`src/hw/rtl/fspm_pkg.sv`:
```
// Package: shared types and constants for the shortest-path matrix unit.
package fspm_pkg;

  localparam int unsigned NODE_W   = 3;
  localparam int unsigned WIN_W    = 16;
  localparam int unsigned COST_W   = 19;
  localparam int unsigned IN_DATA_W  = 24;
  localparam int unsigned OUT_DATA_W = 24;

  localparam logic REQ_EDGE  = 1'b0;
  localparam logic REQ_QUERY = 1'b1;

  // Classified request passed from front to back
  typedef struct packed {
    logic              is_query;
    logic [NODE_W-1:0] from_node;
    logic [NODE_W-1:0] to_node;
    logic [WIN_W-1:0]  weight;
    logic              present;
  } fspm_cmd_t;

  typedef enum logic [2:0] {
    ST_IDLE,
    ST_POP,
    ST_RELAX,
    ST_TRACE,
    ST_EMIT
  } fspm_state_t;

endpackage

```
`src/hw/rtl/fifo_shortest_path_matrix_unit.sv`:
```
// Top level: shortest-path search over a stored adjacency matrix.
//  channel | dir | contents
//  in_     | in  | edge write or query request
//  out_    | out | one path node per request result, tlast on final node
// An edge write is applied by the back end from idle. A query scans one
// matrix column per cycle for each dequeued node, then traces the path back
// from the destination and emits one result per path node. Reset clears the
// matrix present flags at once. Requests queue in a two-entry buffer while busy.
module fifo_shortest_path_matrix_unit #(
  parameter int unsigned NODES       = 8,
  parameter int unsigned WEIGHT_BITS = 16
) (
  input  logic        clk,
  input  logic        rst_n,
  input  logic        in_tvalid,
  output logic        in_tready,
  input  logic [23:0] in_tdata,  // from_node, to_node, edge_weight_in, edge_present
  input  logic        in_tuser,  // req_type
  output logic        out_tvalid,
  input  logic        out_tready,
  output logic [23:0] out_tdata, // path_node, total_cost, reachable
  output logic        out_tlast  // last
);
  import fspm_pkg::*;

  fspm_cmd_t cmd;
  logic      cmd_valid, cmd_ready;

  fspm_front #(.DEPTH(2)) u_front (
    .clk, .rst_n, .in_tvalid, .in_tready, .in_tdata, .in_tuser,
    .cmd_valid, .cmd_ready, .cmd
  );

  fspm_back #(.NODES(NODES), .WEIGHT_BITS(WEIGHT_BITS)) u_back (
    .clk, .rst_n, .cmd_valid, .cmd_ready, .cmd,
    .out_tvalid, .out_tready, .out_tdata, .out_tlast
  );

endmodule

```
`src/hw/rtl/fspm_front.sv`:
```
// Front end: accepts requests and queues them in a short command queue.
module fspm_front #(
  parameter int unsigned DEPTH = 2
) (
  input  logic                     clk,
  input  logic                     rst_n,
  input  logic                     in_tvalid,
  output logic                     in_tready,
  input  logic [fspm_pkg::IN_DATA_W-1:0] in_tdata,
  input  logic                     in_tuser,
  output logic                     cmd_valid,
  input  logic                     cmd_ready,
  output fspm_pkg::fspm_cmd_t      cmd
);
  import fspm_pkg::*;

  localparam int unsigned PW = (DEPTH > 1) ? $clog2(DEPTH) : 1;

  fspm_cmd_t          q_r [DEPTH];
  logic [PW-1:0]      wp_r, wp_nxt, rp_r, rp_nxt;
  logic [PW:0]        cnt_r, cnt_nxt;
  fspm_cmd_t          new_cmd;
  logic               push, pop;

  // Classify the incoming request
  always_comb begin
    new_cmd.is_query  = (in_tuser == REQ_QUERY);
    new_cmd.from_node = in_tdata[2:0];
    new_cmd.to_node   = in_tdata[5:3];
    new_cmd.weight    = in_tdata[21:6];
    new_cmd.present   = in_tdata[22];
  end

  assign in_tready = (cnt_r != (PW+1)'(DEPTH));
  assign push      = in_tvalid && in_tready;
  assign cmd_valid = (cnt_r != '0);
  assign pop       = cmd_valid && cmd_ready;
  assign cmd       = q_r[rp_r];

  // Advance pointers
  always_comb begin
    wp_nxt  = push ? ((wp_r == PW'(DEPTH-1)) ? '0 : wp_r + 1'b1) : wp_r;
    rp_nxt  = pop  ? ((rp_r == PW'(DEPTH-1)) ? '0 : rp_r + 1'b1) : rp_r;
    cnt_nxt = cnt_r + (PW+1)'(push) - (PW+1)'(pop);
  end

  always_ff @(posedge clk) begin
    if (!rst_n) begin
      wp_r  <= '0;
      rp_r  <= '0;
      cnt_r <= '0;
    end else begin
      wp_r  <= wp_nxt;
      rp_r  <= rp_nxt;
      cnt_r <= cnt_nxt;
    end
  end

  // Hold queue payload
  always_ff @(posedge clk) begin
    if (push) q_r[wp_r] <= new_cmd;
  end

endmodule

```
`src/hw/rtl/fspm_back.sv`:
```
// Back end: adjacency matrix, FIFO label-correcting search and path output.
module fspm_back #(
  parameter int unsigned NODES       = 8,
  parameter int unsigned WEIGHT_BITS = 16
) (
  input  logic                      clk,
  input  logic                      rst_n,
  input  logic                      cmd_valid,
  output logic                      cmd_ready,
  input  fspm_pkg::fspm_cmd_t       cmd,
  output logic                      out_tvalid,
  input  logic                      out_tready,
  output logic [fspm_pkg::OUT_DATA_W-1:0] out_tdata,
  output logic                      out_tlast
);
  import fspm_pkg::*;

  localparam int unsigned NW = (NODES > 1) ? $clog2(NODES) : 1;
  localparam int unsigned EW = 2 * NW;
  localparam int unsigned DW = WEIGHT_BITS + NW + 1;
  localparam int unsigned CW = NW + 1;

  // Matrix memory and present flags, addressed by {row, column}
  logic [WEIGHT_BITS-1:0] wmem [2**EW];
  logic [2**EW-1:0]       ev_r;
  logic [WEIGHT_BITS-1:0] wrd_r;

  logic [DW-1:0]  dist_r [NODES];
  logic [NODES-1:0] fin_r, pv_r, inq_r;
  logic [NW-1:0]  pred_r [NODES];
  logic [NW-1:0]  wq_r [NODES];
  logic [NW-1:0]  head_r, tail_r;
  logic [CW-1:0]  qcnt_r;

  fspm_state_t    st_r, st_nxt;
  logic [NW-1:0]  src_r, dst_r, cur_r, col_r, node_r;
  logic           rd_ok_r;       // weight read data valid for col_r
  logic [NW-1:0]  chain_r [NODES];
  logic [CW-1:0]  len_r, k_r;
  logic [DW-1:0]  cost_r;
  logic           reach_r;

  logic [NW-1:0]  from_m, to_m;
  logic [NW-1:0]  last_node;
  logic [DW-1:0]  cand;
  logic           better, do_push;
  logic           pop_ev;

  // Reduce a node number into range by repeated subtraction
  function automatic logic [NW-1:0] node_mod(input logic [NODE_W-1:0] x);
    int unsigned v;
    v = 32'(x);
    for (int i = 0; i < 4; i++) begin
      if (v >= NODES) v = v - NODES;
    end
    return NW'(v);
  endfunction

  assign from_m = node_mod(cmd.from_node);
  assign to_m   = node_mod(cmd.to_node);
  assign last_node = NW'(NODES-1);

  assign cmd_ready = (st_r == ST_IDLE) && !out_tvalid;

  // Candidate distance for the column under scan
  assign cand   = dist_r[cur_r] + DW'(wrd_r);
  assign better = rd_ok_r && ev_r[{cur_r, col_r}] &&
                  (!fin_r[col_r] || cand < dist_r[col_r]);
  assign do_push = better && !inq_r[col_r] && col_r != src_r && col_r != dst_r;
  assign pop_ev  = (st_r == ST_POP) && (qcnt_r != '0);

  // Next state
  always_comb begin
    st_nxt = st_r;
    unique case (st_r)
      ST_IDLE:  if (cmd_valid && cmd_ready && cmd.is_query) st_nxt = ST_POP;
      ST_POP:   if (qcnt_r == '0) st_nxt = ST_TRACE;
                else if (fin_r[wq_r[head_r]]) st_nxt = ST_RELAX;
      ST_RELAX: if (rd_ok_r && col_r == last_node) st_nxt = ST_POP;
      ST_TRACE: if (!pv_r[node_r] || len_r == CW'(NODES)) st_nxt = ST_EMIT;
      ST_EMIT:  if (out_tvalid && out_tready && out_tlast) st_nxt = ST_IDLE;
      default:  st_nxt = ST_IDLE;
    endcase
  end

  // Output drive
  always_comb begin
    out_tvalid = (st_r == ST_EMIT);
    out_tlast  = (k_r + 1'b1 == len_r);
    out_tdata  = '0;
    out_tdata[NODE_W-1:0] = NODE_W'(chain_r[NW'(len_r - 1'b1 - k_r)]);
    out_tdata[NODE_W +: COST_W] = COST_W'(cost_r);
    out_tdata[NODE_W+COST_W]    = reach_r;
  end

  // Control state
  always_ff @(posedge clk) begin
    if (!rst_n) begin
      st_r  <= ST_IDLE;
      ev_r  <= '0;
      fin_r <= '0;
      pv_r  <= '0;
      inq_r <= '0;
      qcnt_r <= '0;
      head_r <= '0;
      tail_r <= '0;
      rd_ok_r <= 1'b0;
    end else begin
      st_r <= st_nxt;
      if (st_r == ST_IDLE && cmd_valid && cmd_ready) begin
        if (!cmd.is_query) begin
          ev_r[{from_m, to_m}] <= cmd.present;
        end else begin
          fin_r  <= NODES'(1) << from_m;
          pv_r   <= '0;
          inq_r  <= NODES'(1) << from_m;
          head_r <= '0;
          tail_r <= NW'(1 % NODES);
          qcnt_r <= CW'(1);
        end
      end
      // Pop one node
      if (pop_ev) begin
        head_r <= (head_r == last_node) ? '0 : head_r + 1'b1;
        inq_r[wq_r[head_r]] <= 1'b0;
        rd_ok_r <= 1'b0;
      end
      if (st_r == ST_RELAX) begin
        rd_ok_r <= !(rd_ok_r && col_r == last_node);
        if (better) begin
          fin_r[col_r] <= 1'b1;
          pv_r[col_r]  <= 1'b1;
        end
        if (do_push) begin
          inq_r[col_r] <= 1'b1;
          tail_r <= (tail_r == last_node) ? '0 : tail_r + 1'b1;
        end
        qcnt_r <= qcnt_r + CW'(do_push);
      end else if (pop_ev) begin
        qcnt_r <= qcnt_r - 1'b1;
      end
    end
  end

  // Payload and search data
  always_ff @(posedge clk) begin
    if (st_r == ST_IDLE && cmd_valid && cmd_ready) begin
      if (!cmd.is_query) begin
        wmem[{from_m, to_m}] <= WEIGHT_BITS'(cmd.weight);
      end else begin
        src_r <= from_m;
        dst_r <= to_m;
        dist_r[from_m] <= '0;
        wq_r[0] <= from_m;
      end
    end
    if (pop_ev) begin
      cur_r <= wq_r[head_r];
      col_r <= '0;
    end
    // Relax one column per cycle after the read latency
    if (st_r == ST_RELAX) begin
      wrd_r <= wmem[{cur_r, (rd_ok_r ? col_r + 1'b1 : col_r)}];
      if (rd_ok_r) col_r <= col_r + 1'b1;
      if (better) begin
        dist_r[col_r] <= cand;
        pred_r[col_r] <= cur_r;
      end
      if (do_push) wq_r[tail_r] <= col_r;
    end
    if (st_r == ST_POP && qcnt_r == '0) begin
      node_r <= dst_r;
      chain_r[0] <= dst_r;
      len_r <= CW'(1);
      k_r <= '0;
      reach_r <= fin_r[dst_r];
      cost_r <= fin_r[dst_r] ? dist_r[dst_r] : '0;
    end
    if (st_r == ST_TRACE && pv_r[node_r] && len_r != CW'(NODES)) begin
      node_r <= pred_r[node_r];
      chain_r[NW'(len_r)] <= pred_r[node_r];
      len_r <= len_r + 1'b1;
    end
    if (st_r == ST_EMIT && out_tready) k_r <= k_r + 1'b1;
  end

endmodule

```
`config.mk`:
```
export PLATFORM = sky130hd
export DESIGN_NAME = fifo_shortest_path_matrix_unit
export DESIGN_NICKNAME = d
export VERILOG_FILES = /design/src/hw/rtl/fspm_pkg.sv /design/src/hw/rtl/fifo_shortest_path_matrix_unit.sv /design/src/hw/rtl/fspm_front.sv /design/src/hw/rtl/fspm_back.sv
export SDC_FILE = /design/constraint.sdc
export NUM_CORES = 2
export LEC_CHECK = 0
export ABC_AREA = 0
export BUFFER_PORTS_ARGS = -buffer_cell sky130_fd_sc_hd__buf_2
export CAP_MARGIN = 20
export CELL_PAD_IN_SITES_DETAIL_PLACEMENT = 0
export CELL_PAD_IN_SITES_GLOBAL_PLACEMENT = 1
export CORE_AREA = 2 2 337 339
export DETAILED_ROUTE_END_ITERATION = 10
export DIE_AREA = 0 0 339 341
export GPL_ROUTABILITY_DRIVEN = 0
export PLACE_DENSITY = 0.74
export SLEW_MARGIN = 25
export SYNTH_ARGS = -nofsm -noshare
export SYNTH_HDL_FRONTEND = slang
export SYNTH_SLANG_ARGS = --single-unit
```
`constraint.sdc`:
```
create_clock -name clk -period 8.3 [get_ports clk]
set_clock_uncertainty 0.2 [all_clocks]
set_input_delay 0.83 -clock clk [delete_from_list [all_inputs] [get_ports clk]]
set_output_delay 0.83 -clock clk [all_outputs]
set_load 0.01 [all_outputs]
```
**After elaboration in Yosys (flattened, before gate mapping)**

Memories as Yosys holds them, arrays and structs flattened. A register that Yosys moved wholly into a read port is not among the register bits.
Cells that the tools add are included.

- Memories kept: 6
- Memory bits (read-only): 0
- Latch bits: 0
- Word-level logic and storage cells: 226
- Flip-flop bits (word level): 130
- RAM bits: 1,304
- Output and inout port bits: 27
- Input bits: 29

- Reductions and logical operators: 48
- Div/mod/pow operators: 0
- Muxes and demuxes: 103
- Multipliers: 0
- Bitwise gates (word level): 6
- Eq/ne operators: 18
- Shift-type cells: 1
- Order comparisons: 10
- $add $sub $neg: 14

Memory list:

| name | depth | width | rd ports | clocked after memory_dff | write ports | RTL line | RTL |
|---|---|---|---|---|---|---|---|
| u_back.wmem | 64 | 16 | 1 | 1 | 1 | fspm_back.sv:24 | `logic [WEIGHT_BITS-1:0] wmem [2**EW];` |
| u_back.dist_r | 8 | 20 | 3 | 3 | 1 | fspm_back.sv:28 | `logic [DW-1:0] dist_r [NODES];` |
| u_front.q_r | 2 | 24 | 1 | 1 | 1 | fspm_front.sv:19 | `fspm_cmd_t q_r [DEPTH];` |
| u_back.chain_r | 8 | 3 | 1 | 0 | 1 | fspm_back.sv:38 | `logic [NW-1:0] chain_r [NODES];` |
| u_back.pred_r | 8 | 3 | 1 | 1 | 1 | fspm_back.sv:30 | `logic [NW-1:0] pred_r [NODES];` |
| u_back.wq_r | 8 | 3 | 1 | 1 | 1 | fspm_back.sv:31 | `logic [NW-1:0] wq_r [NODES];` |

Operators by type and width:

| cell | number |
|---|---|
| $mux 8 | 17 |
| $mux 3 | 30 |
| $bwmux 64 | 1 |
| $mux 1 | 36 |
| $mux 4 | 8 |
| $or 8x8->8 | 3 |
| $logic_and 1x1->1 | 21 |
| $add 20x16->20 | 1 |
| $lt 20x20->1 | 1 |
| $mux 20 | 1 |
| $reduce_or 20->1 | 1 |
| $lt 3x4->1 const B | 4 |
| $bmux 1 s3 | 5 |
| $pmux 3 s5 | 1 |
| $lt 6x7->1 const B | 2 |
| $eq 3x3->1 const B | 4 |
| $reduce_bool 2->1 | 6 |
| $add 3x1->3 const B | 3 |
| $add 4x1->4 const B | 2 |
| $and 8x8->8 | 1 |
| $not 8->8 | 1 |
| $reduce_and 2->1 | 4 |
| $shl 1x3->8 const A | 1 |
| $bmux 1 s6 | 1 |
| 29 further kinds | 45 |

**Longest topological paths before layout**

- Depth after elaboration: 13
- Depth in mapped cells: 25
- Depth with buffers taken out: 22

**Modules after synthesis**

Synthesis repeated with hierarchy kept, for this count alone.

- Cells, all modules: 3,231
- Area total of the unflattened synthesis: 61,078.6 um^2

By module, submodules not included:

| module | instances | seq. area each (um^2) | area an instance (um^2) | cells an instance |
|---|---|---|---|---|
| fspm_back | 1 | 41,680.0 | 59,076.7 | 3,127 |
| fspm_front | 1 | 1,541.5 | 2,001.9 | 104 |

**Worst setup path after synthesis**

Ideal clock, no wire load.

- Kind: register to register
- Start: reg with a tool-made name
- End: mem u_back.dist_r[3][0] (netlist bit) (enable)
- Clock period less this slack: 7,362 ps
- Cell stages (with the launch flop): 21
- Path slack: 938 ps
- Required time: 7,587 ps
- Data arrival time: 6,649 ps
- Path buffers: 3
- Setup time: 513 ps
- Cells stage by stage: dfxtp_1 -> buf_1 -> buf_1 -> mux4_2 -> mux2_2 -> ha_1 -> a2111oi_0 -> o21ai_0 -> and2_1 -> a221oi_1 -> o21ai_0 -> o41ai_1 -> nor2_1 -> ha_1 -> nand4_1 -> or4_1 -> a2111oi_2 -> or2_1 -> buf_2 -> or3_1 -> o21ai_0

RTL lines:

| what | RTL line |
|---|---|
| end: declaration | fspm_back.sv:28 |

==> flow_summary_export.csv <==
group,metric,value,unit
status,outcome,"finished, final reports clean",
pwr,p_sw_frac,0.282,
synth,synth.most_common_cell,"edfxtp_1",
critical_path,crit_chain,"buf_4 > mux4_2 > mux2_2 > ha_1 > a2111oi_0 > a21oi_1 > and2_1 > a221oi_1 > o21ai_0 > o41ai_1 > nor2_1 > ha_1 > nand4_1 > or4_1 > a2111oi_2 > nor4b_2 > nand2_1 > buf_4 > mux2i_1",
global_routing,grt_pass1_wl,220,mm
cells_and_area,area_growth,12.2,%
synth,yosysWarnings,0,
clock_tree,cts_tree,"done",
pwr,power_switching,5.85,mW
pwr,peakVddDrop,266,uV
synth,synthTopCellsByArea,"edfxtp_1, mux4_2, dfxtp_1",
critical_path,critPathBufInv,2,
clock_tree,cts_max_level,4,
global_routing,antenna_found_initial,1,
sta,finalHoldViolCount,0,
route,wl_met1,58.7,mm
clock_tree,clkTransAtPathRegs,60,ps
pwr,p_leak,22.3,nW
place,dpl.hpwl,89.3,mm
critical_path,crit_arrival,7810,ps
route,drt_iter0_drc,3638,
cells_and_area,num-fill-cells,7836,
pwr,power_frac_comb,0.236,
synth,synth_nets,3321,
global_routing,grt_use_total,0.262,
cells_and_area,fin_util,0.613,
sta,setup_viol,0,
clock_tree,numCtsBuffers,149,
synth,synth_flop_cell,"edfxtp_1",
floorplan,num_io_pins,56,
place,postPlaceCellArea,63600,um^2
synth,syn_inst,3239,
route,first_pass_iters,6,
global_routing,grt_max_degree,128,
cells_and_area,stdcell_area,68600,um^2
critical_path,endpoint_kind,"register",
sta,rsz0062_at_grt,"false",
route,wl_met2,75.1,mm
floorplan,die_w,339,um
synth,syn_area_per_cell,18.9,um^2
pwr,p_total,20.7,mW
pwr,pwr-share-seq,0.439,
worst_hold_path,hp-class,"primary input to register",
run,maxCapViolCount,0,
clock_tree,post_cts_buffers,0,
sta,tns,0,ps
synth,synth-async-reset-ratio,0,
pwr,cellPowerDensity,302,nW/um^2
critical_path,start_kind,"register",
global_routing,grt_pass1_vias,33200,
clock_tree,clock_sinks,1479,
critical_path,max_stage_delay,620,ps
critical_path,path_max_fanout,15,
synth,synthesis.area,61100,um^2
critical_path,crit_type,"register to register",
critical_path,critPathRequiredTime,8560,ps
pwr,clkPwrFrac,0.325,
route,wl_met3,11.2,mm
cells_and_area,final_nets,3464,
synth,synth.top_cell.area_share,0.669,
clock_tree,cts_resized,0,
floorplan,dieHeight,341,um
route,postRouteAntennaNets,0,
route,via_count,32200,
route,top_layer_used,"met5",
clock_tree,cts-root-buf,"clkbuf_16",
synth,yosys.area.top_type,"edfxtp_1",
route,routed_wl,150,mm
sta,post-route-period-util,0.910,
synth,yosysUniqueCellTypes,82,
sta,setup_ws,750,ps
clock_tree,clk_path_buf_depth,3,
clock_tree,clk_latency,760,ps
sta,worstMarginPinSlew,1110,ps
critical_path,cp_top_family,"compound AO/OA/AOI/OAI gates",
route,wl_per_cell,30.0,um
floorplan,core,112000,um^2
clock_tree,ctsHoldBuffers,0,
place,io_buffers,53,
route,post-route-drc-count,0,
synth,ys_top_cells_by_count,"edfxtp_1, mux4_2, nor2_1, nand2_1, a21oi_1",
synth,synth-seq-cells,1479,
route,viasPerCell,6.44,
sta,slew_headroom,0.260,
sta,period_needed,7550,ps
synth,yosysSeqAreaShare,0.708,
floorplan,start_util,0.546,
sta,max_freq,132,MHz
global_routing,grt_overflow_total,0,
floorplan,row_count,123,
place,pre_cts_slack,777,ps
cells_and_area,layout-drive-gt1-share,0.271,
critical_path,slowest_stage,"or4_1",
floorplan,dieArea,116000,um^2
synth,synth_edf_count,1360,
pwr,intPower,14.9,mW
sta,slew_violations,0,
[layer usage]
layer / track usage / vias to the layer above
li1: - / 13600
met1: 0.353 / 16900
met2: 0.436 / 1461
met3: 0.0424 / 268
met4: 0.0951 / 2
met5: 0 / -
[final cells by class]
type                            instances  area (um^2)  share of cell area
Clock inverter                         82          967              0.0141
Sequential cell                      1479        43200               0.631
Clock buffer                          189         3960              0.0578
Multi-Input combinational cell       1526        17000               0.248
Antenna cell                            1         2.50           0.0000365
Inverter                               42          158             0.00230
Tap cell                             1500         1880              0.0274
Timing Repair Buffer                  184         1350              0.0197
[sequential cells by signal, indices dropped and copies added (netlist names), 8 cells and up, named ones only]
register and count:
u_back.cost_r 19, u_back.wq_r 24, u_back.fin_r 8, u_back.chain_r 24
u_back.inq_r 8, u_back.wmem 1024, u_back.pv_r 8, u_back.wrd_r 16
u_back.dist_r 160, u_back.pred_r 24, u_front.q_r 48, u_back.ev_r 64
[final timing paths]
path / endpoint / cells past startpoint / startpoint / slack (ps)
setup reg to reg: u_back.wq_r[4][0] / 19 / register / 750
hold / removal: u_front.q_r[0][13] / 1 / in_tdata[18] / 70
setup / recovery: u_back.wq_r[4][0] / 19 / register / 750
hold reg to reg: u_back.pv_r[3] / 2 / u_back.pv_r[3] / 270
[metrics by stage]
stage	hold WS (ps)	cells
2_1_floorplan	233	3239
5_1_grt	42.5	5002
4_1_cts	20.8	5002
3_3_place_gp	249	4729
3_5_place_dp	257	4731
6_report	68.6	5003
[kinds of logic (layout without fill, tap and decap cells)]
group                    Yosys count  in the layout  share of synthesized area
AO/OA/AOI/OAI                    426            426                     0.0459
XOR/XNOR                          32             32                    0.00459
adder cells (fa/ha/maj)           53             53                     0.0111
buffers and inverters            234            497                     0.0163
flip-flops                      1479           1479                      0.708
multiplexers                     554            554                      0.179
other                              1              2                  0.0000614
AND/OR/NAND/NOR                  460            460                     0.0355
[power by group through the flow]
stage / Clock, mW / Combinational, mW / Sequential (mW)
finish: 6.73 / 4.89 / 9.11
global route: 7.14 / 5.28 / 9.14
CTS: 6.84 / 4.92 / 9.11
detailed placement: 0 / 4.90 / 9.27
global placement: 0 / 4.76 / 9.24
floorplan: 0 / 3.50 / 9.17
[cells in the final DEF (no fill, tap or decap), types with 9 or more instances in the layout]
cell and instances:
inv_1 39, nor2_2 17, nor3b_1 9, mux2_2 62, o2bb2ai_1 11, a22oi_1 65
clkbuf_1 34, bufinv_16 16, buf_2 53, ha_1 51, nor2_1 139, clkinv_1 20
o21a_1 11, nand2_1 150, a22o_1 14, clkbuf_16 151, and3_1 15, a21oi_1 131
mux4_2 423, xor2_1 14, buf_4 123, o21ai_0 89, nand3_1 15, dfxtp_1 114
a221oi_1 31, clkinv_2 25, and2_1 39, mux2i_1 57, xnor2_1 17, nor3_1 18
edfxtp_1 1360
(Power assumes the default switching activity.)
